[src/hw/rtl/rhs_pkg.sv]
// Shared types, codes and constants of the roaster heater sequencer.
package rhs_pkg;

  localparam int unsigned OP_W       = 2;
  localparam int unsigned NOW_W      = 32;
  localparam int unsigned SAMPLE_W   = 11;
  localparam int unsigned TEMP_W     = 8;
  localparam int unsigned DUTY_W     = 8;
  localparam int unsigned MODE_W     = 3;
  localparam int unsigned MAXT_W     = 10;
  localparam int unsigned WIN_W      = 16;
  localparam int unsigned CFG_IDX_W  = 3;
  localparam int unsigned CFG_DATA_W = 16;
  localparam int unsigned IN_DATA_W  = 48;
  localparam int unsigned OUT_DATA_W = 32;

  // operation codes carried on the input tuser
  localparam logic [OP_W-1:0] OP_TICK  = 2'd0;
  localparam logic [OP_W-1:0] OP_START = 2'd1;
  localparam logic [OP_W-1:0] OP_STOP  = 2'd2;
  localparam logic [OP_W-1:0] OP_COOL  = 2'd3;

  // run mode codes as shown on the result
  localparam logic [MODE_W-1:0] MODE_IDLE      = 3'd0;
  localparam logic [MODE_W-1:0] MODE_STARTED   = 3'd1;
  localparam logic [MODE_W-1:0] MODE_STOPPED   = 3'd2;
  localparam logic [MODE_W-1:0] MODE_COOLING   = 3'd3;
  localparam logic [MODE_W-1:0] MODE_HOME_STOP = 3'd4;
  localparam logic [MODE_W-1:0] MODE_HOME_IDLE = 3'd5;

  // configuration register indexes
  localparam logic [CFG_IDX_W-1:0] REG_SETPOINT   = 3'd0;
  localparam logic [CFG_IDX_W-1:0] REG_MAX_TEMP   = 3'd1;
  localparam logic [CFG_IDX_W-1:0] REG_WINDOW_MOD = 3'd2;
  localparam logic [CFG_IDX_W-1:0] REG_WINDOW_MS  = 3'd3;
  localparam logic [CFG_IDX_W-1:0] REG_COOL_TEMP  = 3'd4;
  localparam logic [CFG_IDX_W-1:0] REG_FAN_SPEED  = 3'd5;
  localparam logic [CFG_IDX_W-1:0] REG_DRUM_SPEED = 3'd6;
  localparam logic [CFG_IDX_W-1:0] REG_DRUM_SLOW  = 3'd7;

  // reset values of the configuration registers
  localparam logic [TEMP_W-1:0] RST_SETPOINT   = 8'd0;
  localparam logic [MAXT_W-1:0] RST_MAX_TEMP   = 10'd250;
  localparam logic              RST_WINDOW_MOD = 1'b0;
  localparam logic [WIN_W-1:0]  RST_WINDOW_MS  = 16'd1000;
  localparam logic [TEMP_W-1:0] RST_COOL_TEMP  = 8'd50;
  localparam logic [DUTY_W-1:0] RST_FAN_SPEED  = 8'd255;
  localparam logic [DUTY_W-1:0] RST_DRUM_SPEED = 8'd255;
  localparam logic [DUTY_W-1:0] RST_DRUM_SLOW  = 8'd100;

  // sample filtering
  localparam logic [SAMPLE_W-1:0] SAMPLE_ERROR   = 11'd2000;
  localparam logic [SAMPLE_W:0]   TEMP_TOLERANCE = 12'd20;
  localparam logic [TEMP_W-1:0]   TEMP_MAX       = 8'd255;

  typedef enum logic [1:0] {
    HEAT_KEEP,
    HEAT_LOAD,
    HEAT_WINDOW
  } heat_act_t;

  typedef struct packed {
    logic [OP_W-1:0]     op;
    logic [NOW_W-1:0]    now_ms;
    logic [SAMPLE_W-1:0] sample;
    logic                end_switch;
  } item_t;

  typedef struct packed {
    logic [TEMP_W-1:0] setpoint;
    logic [MAXT_W-1:0] max_temp;
    logic              window_mode;
    logic [WIN_W-1:0]  window_ms;
    logic [TEMP_W-1:0] cool_temp;
    logic [DUTY_W-1:0] fan_speed;
    logic [DUTY_W-1:0] drum_speed;
    logic [DUTY_W-1:0] drum_slow_speed;
  } cfg_t;

  // item between the sequencer stage and the heater stage
  typedef struct packed {
    heat_act_t         heat_act;
    logic              heat_bit;
    logic [NOW_W-1:0]  progress;
    logic [DUTY_W-1:0] fan;
    logic [DUTY_W-1:0] drum;
    logic [TEMP_W-1:0] temp;
    logic [MODE_W-1:0] mode;
  } mid_t;

endpackage

[src/hw/rtl/rhs_cfg.sv]
// Configuration register file of the roaster heater sequencer.
module rhs_cfg (
  input  logic                              clk,
  input  logic                              rst,
  input  logic                              we,
  input  logic [rhs_pkg::CFG_IDX_W-1:0]     index,
  input  logic [rhs_pkg::CFG_DATA_W-1:0]    data,
  output rhs_pkg::cfg_t                     cfg
);

  always_ff @(posedge clk) begin
    if (rst) begin
      cfg.setpoint        <= rhs_pkg::RST_SETPOINT;
      cfg.max_temp        <= rhs_pkg::RST_MAX_TEMP;
      cfg.window_mode     <= rhs_pkg::RST_WINDOW_MOD;
      cfg.window_ms       <= rhs_pkg::RST_WINDOW_MS;
      cfg.cool_temp       <= rhs_pkg::RST_COOL_TEMP;
      cfg.fan_speed       <= rhs_pkg::RST_FAN_SPEED;
      cfg.drum_speed      <= rhs_pkg::RST_DRUM_SPEED;
      cfg.drum_slow_speed <= rhs_pkg::RST_DRUM_SLOW;
    end else if (we) begin
      unique case (index)
        rhs_pkg::REG_SETPOINT:   cfg.setpoint        <= data[rhs_pkg::TEMP_W-1:0];
        rhs_pkg::REG_MAX_TEMP:   cfg.max_temp        <= data[rhs_pkg::MAXT_W-1:0];
        rhs_pkg::REG_WINDOW_MOD: cfg.window_mode     <= data[0];
        rhs_pkg::REG_WINDOW_MS:  cfg.window_ms       <= data[rhs_pkg::WIN_W-1:0];
        rhs_pkg::REG_COOL_TEMP:  cfg.cool_temp       <= data[rhs_pkg::TEMP_W-1:0];
        rhs_pkg::REG_FAN_SPEED:  cfg.fan_speed       <= data[rhs_pkg::DUTY_W-1:0];
        rhs_pkg::REG_DRUM_SPEED: cfg.drum_speed      <= data[rhs_pkg::DUTY_W-1:0];
        rhs_pkg::REG_DRUM_SLOW:  cfg.drum_slow_speed <= data[rhs_pkg::DUTY_W-1:0];
      endcase
    end
  end

endmodule

[src/hw/rtl/rhs_core.sv]
// Sequencer stage: sample filter, run mode, fan and drum, window start.
module rhs_core (
  input  logic            clk,
  input  logic            rst,
  input  rhs_pkg::cfg_t   cfg,
  input  logic            item_valid,
  input  rhs_pkg::item_t  item,
  output logic            item_ready,
  output logic            mid_valid,
  output rhs_pkg::mid_t   mid,
  input  logic            mid_ready
);

  typedef enum logic [rhs_pkg::MODE_W-1:0] {
    ST_IDLE      = rhs_pkg::MODE_IDLE,
    ST_STARTED   = rhs_pkg::MODE_STARTED,
    ST_STOPPED   = rhs_pkg::MODE_STOPPED,
    ST_COOLING   = rhs_pkg::MODE_COOLING,
    ST_HOME_STOP = rhs_pkg::MODE_HOME_STOP,
    ST_HOME_IDLE = rhs_pkg::MODE_HOME_IDLE
  } mode_t;

  mode_t                         mode, mode_next;
  logic [rhs_pkg::TEMP_W-1:0]    held_temp, held_temp_next;
  logic [rhs_pkg::NOW_W-1:0]     window_start, window_start_next;
  logic [rhs_pkg::DUTY_W-1:0]    fan, fan_next;
  logic [rhs_pkg::DUTY_W-1:0]    drum, drum_next;
  rhs_pkg::heat_act_t            heat_act;
  logic                          heat_bit;
  logic [rhs_pkg::NOW_W-1:0]     progress;
  logic [rhs_pkg::NOW_W-1:0]     win_len;
  logic                          sample_ok;
  logic                          fire;
  rhs_pkg::mid_t                 mid_next;

  assign item_ready = !mid_valid || mid_ready;
  assign fire       = item_valid && item_ready;
  assign progress   = item.now_ms - window_start;
  assign win_len    = rhs_pkg::NOW_W'(cfg.window_ms);
  assign sample_ok  = (item.sample != '0) && (item.sample != rhs_pkg::SAMPLE_ERROR) &&
                      (({1'b0, item.sample} + rhs_pkg::TEMP_TOLERANCE) >=
                       (rhs_pkg::SAMPLE_W + 1)'(held_temp));

  always_comb begin
    held_temp_next    = held_temp;
    mode_next         = mode;
    window_start_next = window_start;
    fan_next          = fan;
    drum_next         = drum;
    heat_act          = rhs_pkg::HEAT_KEEP;
    heat_bit          = 1'b0;
    unique case (item.op)
      rhs_pkg::OP_TICK: begin
        if (sample_ok) begin
          held_temp_next = (item.sample > rhs_pkg::SAMPLE_W'(rhs_pkg::TEMP_MAX)) ?
                           rhs_pkg::TEMP_MAX : item.sample[rhs_pkg::TEMP_W-1:0];
        end
        unique case (mode)
          ST_STARTED: begin
            if (cfg.window_mode) begin
              heat_act = rhs_pkg::HEAT_WINDOW;
              if (progress > win_len) begin
                window_start_next = window_start + win_len;
              end
            end else begin
              heat_act = rhs_pkg::HEAT_LOAD;
              heat_bit = (held_temp_next <= cfg.setpoint);
            end
          end
          ST_STOPPED: begin
            if (held_temp_next <= cfg.cool_temp) begin
              fan_next = '0;
            end
          end
          ST_COOLING: begin
            if (held_temp_next <= cfg.cool_temp) begin
              heat_act  = rhs_pkg::HEAT_LOAD;
              fan_next  = '0;
              drum_next = cfg.drum_slow_speed;
              mode_next = ST_HOME_IDLE;
              if (!item.end_switch) begin
                drum_next = '0;
                mode_next = ST_IDLE;
              end
            end
          end
          ST_HOME_STOP: begin
            if (!item.end_switch) begin
              drum_next = '0;
              mode_next = ST_STOPPED;
            end
          end
          ST_HOME_IDLE: begin
            if (!item.end_switch) begin
              drum_next = '0;
              mode_next = ST_IDLE;
            end
          end
          default: begin
          end
        endcase
      end
      rhs_pkg::OP_START: begin
        fan_next          = cfg.fan_speed;
        drum_next         = cfg.drum_speed;
        mode_next         = ST_STARTED;
        window_start_next = item.now_ms;
      end
      rhs_pkg::OP_STOP: begin
        heat_act  = rhs_pkg::HEAT_LOAD;
        drum_next = cfg.drum_slow_speed;
        mode_next = ST_HOME_STOP;
        if (!item.end_switch) begin
          drum_next = '0;
          mode_next = ST_STOPPED;
        end
      end
      rhs_pkg::OP_COOL: begin
        heat_act  = rhs_pkg::HEAT_LOAD;
        fan_next  = cfg.fan_speed;
        drum_next = cfg.drum_speed;
        mode_next = ST_COOLING;
      end
    endcase

    mid_next.heat_act = heat_act;
    mid_next.heat_bit = heat_bit;
    mid_next.progress = progress;
    mid_next.fan      = fan_next;
    mid_next.drum     = drum_next;
    mid_next.temp     = held_temp_next;
    mid_next.mode     = mode_next;
  end

  always_ff @(posedge clk) begin
    if (rst) begin
      mode         <= ST_IDLE;
      held_temp    <= '0;
      window_start <= '0;
      fan          <= '0;
      drum         <= '0;
      mid_valid    <= 1'b0;
    end else begin
      if (item_ready) begin
        mid_valid <= item_valid;
      end
      if (fire) begin
        mode         <= mode_next;
        held_temp    <= held_temp_next;
        window_start <= window_start_next;
        fan          <= fan_next;
        drum         <= drum_next;
        mid          <= mid_next;
      end
    end
  end

endmodule

[src/hw/rtl/rhs_heater.sv]
// Heater stage: window duty compare, heater state and the result register.
module rhs_heater (
  input  logic                               clk,
  input  logic                               rst,
  input  rhs_pkg::cfg_t                      cfg,
  input  logic                               mid_valid,
  input  rhs_pkg::mid_t                      mid,
  output logic                               mid_ready,
  output logic                               res_valid,
  output logic [rhs_pkg::OUT_DATA_W-1:0]     res_data,
  input  logic                               res_ready
);

  localparam int unsigned WANT_W = rhs_pkg::TEMP_W + rhs_pkg::WIN_W;
  localparam int unsigned HAVE_W = rhs_pkg::NOW_W + rhs_pkg::MAXT_W;
  localparam int unsigned PAD_W  = rhs_pkg::OUT_DATA_W - 1 - 2 * rhs_pkg::DUTY_W -
                                   rhs_pkg::TEMP_W - rhs_pkg::MODE_W;

  logic [WANT_W-1:0] want;
  logic [HAVE_W-1:0] have;
  logic              win_on;
  logic              heater;
  logic              heater_next;
  logic              load;

  // setpoint * window_ms depends on configuration alone
  always_ff @(posedge clk) begin
    want <= WANT_W'(cfg.setpoint) * WANT_W'(cfg.window_ms);
  end

  assign have      = HAVE_W'(mid.progress) * HAVE_W'(cfg.max_temp);
  assign win_on    = HAVE_W'(want) > have;
  assign mid_ready = !res_valid || res_ready;
  assign load      = mid_valid && mid_ready;

  always_comb begin
    unique case (mid.heat_act)
      rhs_pkg::HEAT_LOAD:   heater_next = mid.heat_bit;
      rhs_pkg::HEAT_WINDOW: heater_next = win_on;
      default:              heater_next = heater;
    endcase
  end

  always_ff @(posedge clk) begin
    if (rst) begin
      heater    <= 1'b0;
      res_valid <= 1'b0;
    end else if (mid_ready) begin
      res_valid <= mid_valid;
      if (mid_valid) begin
        heater <= heater_next;
      end
    end
  end

  always_ff @(posedge clk) begin
    if (load) begin
      res_data <= {{PAD_W{1'b0}}, mid.mode, mid.temp, mid.drum, mid.fan, heater_next};
    end
  end

endmodule

[src/hw/rtl/roaster_heater_sequencer_unit.sv]
// Top level of the roaster heater, fan and drum sequencer.
//
// Input channel s_axis: one item per tick or event. tuser carries the
// operation (tick with sample, start, stop, cool); tdata carries the
// millisecond time, the thermocouple sample and the drum end switch.
// Output channel m_axis: exactly one result item per input item, in order,
// showing heater drive, fan and drum duty, held temperature and run mode.
// Configuration: cfg_we writes cfg_data into register cfg_index at the clock
// edge; write only while no item is in flight.
//
// Pipeline: input register -> sequencer stage (mode, fan, drum, held
// temperature, window start) -> heater stage (window compare, result reg).
// An accepted item passes the input, sequencer and result registers in turn.
// Throughput: one item per cycle while results are taken; the state loop in
// the sequencer and the 32x10 duty product in the heater are combinational.
// Each stage has its own valid bit, so the block keeps taking items while
// a stalled result waits; with m_axis_tready low it fills all three stages
// and then drops s_axis_tready until the result is taken.
// Reset (rst, synchronous): mode idle, held temperature, window start,
// heater, fan and drum cleared, registers back to defaults, pipeline empty.
module roaster_heater_sequencer_unit (
  input  logic                               clk,
  input  logic                               rst,
  input  logic                               s_axis_tvalid,
  output logic                               s_axis_tready,
  // [31:0] now_ms, [42:32] sample, [43] end_switch, [47:44] zero
  input  logic [rhs_pkg::IN_DATA_W-1:0]      s_axis_tdata,
  // [1:0] op
  input  logic [rhs_pkg::OP_W-1:0]           s_axis_tuser,
  output logic                               m_axis_tvalid,
  input  logic                               m_axis_tready,
  // [0] heater_on, [8:1] fan_duty, [16:9] drum_duty, [24:17] temperature,
  // [27:25] mode, [31:28] zero
  output logic [rhs_pkg::OUT_DATA_W-1:0]     m_axis_tdata,
  input  logic                               cfg_we,
  input  logic [rhs_pkg::CFG_IDX_W-1:0]      cfg_index,
  input  logic [rhs_pkg::CFG_DATA_W-1:0]     cfg_data
);

  localparam int unsigned SAMPLE_LO = rhs_pkg::NOW_W;
  localparam int unsigned SAMPLE_HI = SAMPLE_LO + rhs_pkg::SAMPLE_W - 1;
  localparam int unsigned ENDSW_BIT = SAMPLE_HI + 1;

  rhs_pkg::cfg_t  cfg;
  rhs_pkg::item_t item;
  logic           item_valid;
  logic           item_ready;
  rhs_pkg::mid_t  mid;
  logic           mid_valid;
  logic           mid_ready;

  rhs_cfg u_cfg (
    .clk   (clk),
    .rst   (rst),
    .we    (cfg_we),
    .index (cfg_index),
    .data  (cfg_data),
    .cfg   (cfg)
  );

  // input register: holds the item while the sequencer stage is busy
  assign s_axis_tready = !item_valid || item_ready;

  always_ff @(posedge clk) begin
    if (rst) begin
      item_valid <= 1'b0;
    end else if (s_axis_tready) begin
      item_valid <= s_axis_tvalid;
    end
  end

  always_ff @(posedge clk) begin
    if (s_axis_tvalid && s_axis_tready) begin
      item.op         <= s_axis_tuser;
      item.now_ms     <= s_axis_tdata[rhs_pkg::NOW_W-1:0];
      item.sample     <= s_axis_tdata[SAMPLE_HI:SAMPLE_LO];
      item.end_switch <= s_axis_tdata[ENDSW_BIT];
    end
  end

  rhs_core u_core (
    .clk        (clk),
    .rst        (rst),
    .cfg        (cfg),
    .item_valid (item_valid),
    .item       (item),
    .item_ready (item_ready),
    .mid_valid  (mid_valid),
    .mid        (mid),
    .mid_ready  (mid_ready)
  );

  rhs_heater u_heater (
    .clk       (clk),
    .rst       (rst),
    .cfg       (cfg),
    .mid_valid (mid_valid),
    .mid       (mid),
    .mid_ready (mid_ready),
    .res_valid (m_axis_tvalid),
    .res_data  (m_axis_tdata),
    .res_ready (m_axis_tready)
  );

endmodule

[config.mk]
export PLATFORM = sky130hd
export DESIGN_NAME = roaster_heater_sequencer_unit
export DESIGN_NICKNAME = d
export VERILOG_FILES = /design/src/hw/rtl/rhs_pkg.sv /design/src/hw/rtl/rhs_cfg.sv /design/src/hw/rtl/rhs_core.sv /design/src/hw/rtl/rhs_heater.sv /design/src/hw/rtl/roaster_heater_sequencer_unit.sv
export SDC_FILE = /design/constraint.sdc
export NUM_CORES = 2
export LEC_CHECK = 0
export ABC_AREA = 1
export ABC_CLOCK_PERIOD_IN_PS = 13200
export BUFFER_PORTS_ARGS = -buffer_cell sky130_fd_sc_hd__clkbuf_2
export CAP_MARGIN = 20
export CORE_UTILIZATION = 50
export CTS_BUF_LIST = sky130_fd_sc_hd__clkbuf_4 sky130_fd_sc_hd__clkbuf_8 sky130_fd_sc_hd__clkbuf_16
export DETAILED_ROUTE_END_ITERATION = 8
export GPL_ROUTABILITY_DRIVEN = 1
export GPL_TIMING_DRIVEN = 0
export PLACE_DENSITY = 0.69
export SLEW_MARGIN = 20
export SYNTH_ARGS = -nofsm -noshare
export SYNTH_HDL_FRONTEND = slang
export SYNTH_SLANG_ARGS = --single-unit
[constraint.sdc]
create_clock -name clk -period 13.2 [get_ports clk]
set_input_delay 1.98 -clock clk [delete_from_list [all_inputs] [get_ports clk]]
set_output_delay 1.98 -clock clk [all_outputs]
set_load 0.03 [all_outputs]
Yosys cells after proc, flatten, opt, wreduce, memory -nomap -nowiden
Cells that the tools add are included.
{"block": "op_classes", "bitwise": 3, "reduce_logical": 31, "order_cmp": 6, "mul": 2, "addsub": 3, "mux": 28, "n_eq_ne": 21}
{"operator": "32-bit 2-to-1 mux", "count": 3}
{"operator": "8-bit 2-to-1 mux", "count": 9}
{"operator": "32-bit case mux with 2 select lines", "count": 1}
{"operator": "24-bit by 42-bit > comparator with 1-bit output", "count": 1}
{"operator": "32-bit by 10-bit multiplier with 42-bit output", "count": 1}
{"operator": "32-bit by 16-bit adder with 32-bit output", "count": 1}
{"operator": "32-bit by 16-bit > comparator with 1-bit output", "count": 1}
{"operator": "8-bit case mux with 2 select lines", "count": 2}
{"operator": "32-bit subtractor", "count": 1}
{"operator": "8-bit by 16-bit multiplier with 24-bit output", "count": 1}
{"operator": "8-bit case mux with 3 select lines", "count": 1}
{"operator": "2-bit AND reduction", "count": 10}
{"operator": "3-bit equality test (second input constant)", "count": 6}
{"operator": "8-bit less-or-equal comparator", "count": 2}
{"operator": "3-bit 2-to-1 mux", "count": 5}
{"operator": "11-bit by 5-bit adder with 12-bit output (second input constant)", "count": 1}
{"operator": "3-bit by 2-bit equality test with 1-bit output (second input constant)", "count": 4}
{"operator": "12-bit by 8-bit greater-or-equal comparator with 1-bit output", "count": 1}
{"operator": "3-bit case mux with 4 select lines", "count": 1}
{"operator": "11-bit by 8-bit > comparator with 1-bit output (second input constant)", "count": 1}
{"operator": "11-bit inequality test (second input constant)", "count": 1}
{"operator": "11-bit nonzero test", "count": 1}
{"operator": "3-bit case mux with 3 select lines", "count": 1}
{"operator": "2-bit case mux with 2 select lines", "count": 2}
{"operator": "other kinds (18)", "count": 36}
{"block": "totals", "output_inout_bits": 34, "in_bits": 74, "elab_cells": 124, "register_bits": 290}

Longest topological paths before layout
{"block": "depth", "word_depth": 9, "mapped_depth": 38}

Hierarchy
A second synthesis with hierarchy kept.
{"block": "unflattened", "hier_cells": 4359, "hier_area_um2": 31455.2}
{"mod": "rhs_heater", "cells_each": 2336, "area_per_inst_um2": 17103.9, "n_inst": 1}
{"mod": "rhs_core", "cells_each": 1611, "area_per_inst_um2": 10337.4, "n_inst": 1}
{"mod": "rhs_cfg", "cells_each": 360, "area_per_inst_um2": 2585.0, "n_inst": 1}
{"mod": "roaster_heater_sequencer_unit", "cells_each": 52, "area_per_inst_um2": 1428.9, "n_inst": 1}

Worst setup path before layout
Ideal clock, no wire load.
{"block": "synth_path", "path_type": "register to register", "start": "register, netlist name u_cfg.cfg[52]", "end": "register u_heater.res_data[0] (netlist bit) (data pin)", "synth_period_minus_slack_ns": 6.052, "path_slack_ns": 7.148, "n_path_buf": 2, "t_arrival_ns": 5.801, "stages_incl_launch_ff": 37, "path_cell_list": "dfxtp_1 > clkbuf_1 > clkbuf_1 > nand2_1 > fa_1 > inv_1 > fa_1 > inv_1 > fa_1 > inv_1 > fa_1 > inv_1 > fa_1 > inv_1 > ha_1 > nand2_1 > inv_1 > a21oi_1 > nand2_1 > nand2_1 > nand3_1 > xnor2_1 > ha_1 > a21oi_1 > o21ai_0 > a21oi_1 > nand2_1 > nand2_1 > nand2_1 > nand2_1 > a21oi_1 > nand3_1 > nor2_1 > nand3_1 > nand2_1 > nand2_1 > inv_1"}
{"block": "synth_between", "elab_chain_cells": 3}
{"item": "32-bit by 10-bit multiplier with 42-bit output", "line": "rhs_heater.sv:31", "text": "assign have = HAVE_W'(mid.progress) * HAVE_W'(cfg.max_temp);"}
{"item": "24-bit by 42-bit > comparator with 1-bit output", "line": "rhs_heater.sv:32", "text": "assign win_on = HAVE_W'(want) > have;"}
{"item": "1-bit case mux with 2 select lines", "line": "rhs_heater.sv:37", "text": "unique case (mid.heat_act)"}
{"item": "named net u_heater.heater_next", "line": "rhs_heater.sv:23", "text": "logic heater_next;"}
{"item": "end signal: assignment", "line": "rhs_heater.sv:58", "text": "res_data <= {{PAD_W{1'b0}}, mid.mode, mid.temp, mid.drum, mid.fan, heater_next};"}
{"item": "end: declaration", "line": "rhs_heater.sv:10", "text": "output logic [rhs_pkg::OUT_DATA_W-1:0] res_data,"}
The timed path passes the listed nets, and every way through them passes these cells.
A chain may end at the register's enable or synchronous reset.

Final worst setup path
{"block": "layout_path", "start": "register, netlist name u_cfg.cfg[53]", "end": "register u_heater.heater"}
{"block": "layout_between", "elab_chain_cells": 3}
{"item": "32-bit by 10-bit multiplier with 42-bit output", "line": "rhs_heater.sv:31"}
{"item": "24-bit by 42-bit > comparator with 1-bit output", "line": "rhs_heater.sv:32"}
{"item": "1-bit case mux with 2 select lines", "line": "rhs_heater.sv:37"}
{"item": "end signal: assignment", "line": "rhs_heater.sv:51", "text": "heater <= heater_next;"}
{"item": "end: declaration", "line": "rhs_heater.sv:22", "text": "logic heater;"}
Every way passes these cells.

==> flow_summary.toml <==
[global_routing]
track_usage_pct = 27.2
overflow = 0
grt_pass1_wl_um = 131000
antenna_found_initial = 1
grt_pass1_vias = 25000
grt_max_degree = 35

[timing]
fin_tns_setup_ps = 0
slew_headroom_pct = 37.4
rsz0062_at_grt = "false"
hold_slack_ps = 416
hold_viol = 0
fmax_mhz = 128
finalCritPeriodShare_pct = 59.4
fin_crit_ps = 7840
clock_skew_ps = 35.7
drv_slew = 0
setup_viol = 0
max_slew.worst_pin.slew_ps = 939

[critical_path]
critPathKind = "reg2reg"
r2r_end = "u_heater.heater"
max_stage_delay_ps = 650
cp-start-kind = "flip-flop"
reg2reg_from = "u_cfg.cfg[53]"
critPathTopFamily = "adder cells"
cp_data_arrival_time_ps = 8340
critPathRequiredTime_ps = 13700
rrSetupSlack_ps = 5360
critical_path.max_fanout = 10
worst-path-buf-inv = 5
critPathMostFrequentCell = "nand2_1"
worstSetupEndpointType = "flip-flop"
crit_slowest_cell = "clkbuf_1"
r2r_cells = 31

[logic_synthesis]
yosysSeqAreaShare_pct = 23.6
synth.largest_area_cell = "fa_1"
ys_types = 52
netlist_area_mm2 = 0.0303
syn_area_per_cell_um2 = 7.45
synth_edf_count = 136
ys_ff_latch = 290
synthArstFlopShare_pct = 0
synth_top_area_share_pct = 21.4
yosys_most_used_dff = "dfxtp_1"
synth_cells = 4072
synth_area_leaders = "fa_1, nand2_1, edfxtp_1, inv_1, dfxtp_1"
yosysWarnings = 0

[floorplan]
io_pins = 108
dieArea_mm2 = 0.0616
placementRows = 89
die_x_um = 248
start_util_pct = 51.0
core_area_mm2 = 0.0595
die-height_um = 248

[clock_tree]
root_buffer = "clkbuf_16"
cts_repair_resize_count = 0
hold_buffers = 0
cts.htree.levels = 2
clk_path_buf_depth = 3
cts_tree = "yes"
post-cts-setup-buffers = 0
worstSkewPairLatency_ps = 560
cts_inserted_buffers = 34
clkSinkCount = 290
cts.clk_slew.worst_paths_ps = 60

[cells_and_area]
fillerInstances = 5736
design_area_mm2 = 0.0330
final_common_cell = "nand2_1"
final-seq-area_mm2 = 0.00717
layoutNonFillerInstCount = 5011
mostFrequentLayoutCells = "nand2_1, inv_1, fa_1, nor2_1, ha_1"
multi_input_area_mm2 = 0.0192
drive_gt1_share_pct = 4.70
area_delta_synth_final_pct = 8.93
layout.nets = 4846
diodes = 0

[placed_design]
dpl.cell_count = 4949
hpwlAfterDp_um = 65700
dpl_cell_area_mm2 = 0.0319
io_buffers = 97
gp_congestion = 0.973

[min_path]
hold_end = "u_heater.res_data[21]"
holdCritStartpoint = "u_core.mid[7]"
hold_path.class = "reg2reg"
holdPathStages = 0

[power_and_ir_drop]
ir_drop_mv = 0.128
power.density_mw_per_mm2 = 171
power_w = 0.00565
cellLeakagePower_nw = 17.6

[run]
maxCapViolations = 0

[run_status]
status = "complete, no violations"

[detailed_routing]
drtIter0Drc = 1869
drt-total-wl_um = 81400
viasPerCell = 5.12
wire_per_inst_um = 16.2
via_count = 25700
antenna_left = 0
drc = 0
firstDrtPassIters = 5
==> synth_stat cells (4+ instances only) <==
master,count
fa_1,324
a22oi_1,7
inv_1,900
xor2_1,34
nand3_1,121
a21boi_0,8
o31ai_1,4
o21a_1,5
nor2_1,261
nand4_1,24
dfxtp_1,154
o211ai_1,17
a21oi_1,221
buf_1,28
o22ai_1,7
xnor2_1,34
nand2_1,1133
o21ai_0,161
nor2_2,4
o21bai_1,12
nand3b_1,20
nor3_1,33
clkbuf_1,116
ha_1,236
a21o_1,8
and2_1,4
a31oi_1,10
edfxtp_1,136
a211oi_1,4
nor4_1,4
buf_4,5
nand2_2,6
==> sequential cells by signal (all words and copies together) (netlist names), 3 cells and up <==
signal,cells
u_core.mode,3
item,46
u_heater.want,24
u_cfg.cfg,67
u_core.window_start,32
u_core.drum,8
u_core.mid,62
u_core.held_temp,8
u_heater.res_data,28
u_core.fan,8
==> power by group <==
group | leakage (nW) | switching, W | internal, W | total [W]
clock | 0.559 | 0.000397 | 0.000542 | 0.000939
combinational | 14.5 | 0.00239 | 0.00131 | 0.00370
sequential | 2.54 | 0.0000258 | 0.000991 | 0.00102
==> layout make-up <==
class                   count  area share (%)
multi-input cells        2728            58.1
flip-flops and latches    290            21.7
inverters                 903            10.3
well taps                 773            2.93
clock buffers              41            2.75
plain buffers             154            1.91
repair buffers            101            1.73
clock inverters            21           0.652
==> stage by stage <==
step / setup slack [ps] / utilization, %
floorplan: 7150 / -
global placement: 5360 / 53.5
detailed placement: 5350 / 53.7
CTS: 5350 / 55.5
global route: 5000 / 55.5
finish: 5360 / 55.5
==> kinds of logic (layout without fill, tap and decap cells) <==
kind of cell	Yosys count	in the layout	synth area share, %
other	1	4	0.0124
DFF	290	290	23.6
and+or+nand+nor	1623	1623	21.5
buffers and inverters	1057	1220	13.3
AOI/OAI and AO/OA	473	473	8.49
xor gates and xnor gates	68	68	1.96
adders and majority gates	560	560	31.1
==> worst register-to-register path: cells and delay by family, from the launching register on <==
family	cells	cell delay [ps]
buf+inv	5	1310
fa+ha+maj	7	3290
simple gates	14	2040
xor+xnor	1	210
compound gates	4	650
flops	1	300
==> per-layer routing <==
layer / GRT usage, % / wire length (um) / up-vias
met4: 7.51 / 2110 / 2
met5: 0 / 19 / -
met2: 45.1 / 37900 / 705
met3: 2.91 / 4570 / 132
li1: - / - / 12700
met1: 37.6 / 36800 / 12100
==> worst max-delay path by stage <==
stage                   from                    to  slack, ps  depth (start not counted)
5_1_grt        u_cfg.cfg[54]       u_heater.heater       5000                         31
3_5_place_dp   u_cfg.cfg[54]       u_heater.heater       5350                         31
6_report       u_cfg.cfg[53]       u_heater.heater       5360                         31
3_3_place_gp   u_cfg.cfg[54]       u_heater.heater       5360                         35
4_1_cts        u_cfg.cfg[54]       u_heater.heater       5350                         31
2_1_floorplan  u_cfg.cfg[52]  u_heater.res_data[0]       7150                         36
Power figures use the tool's default switching activity.
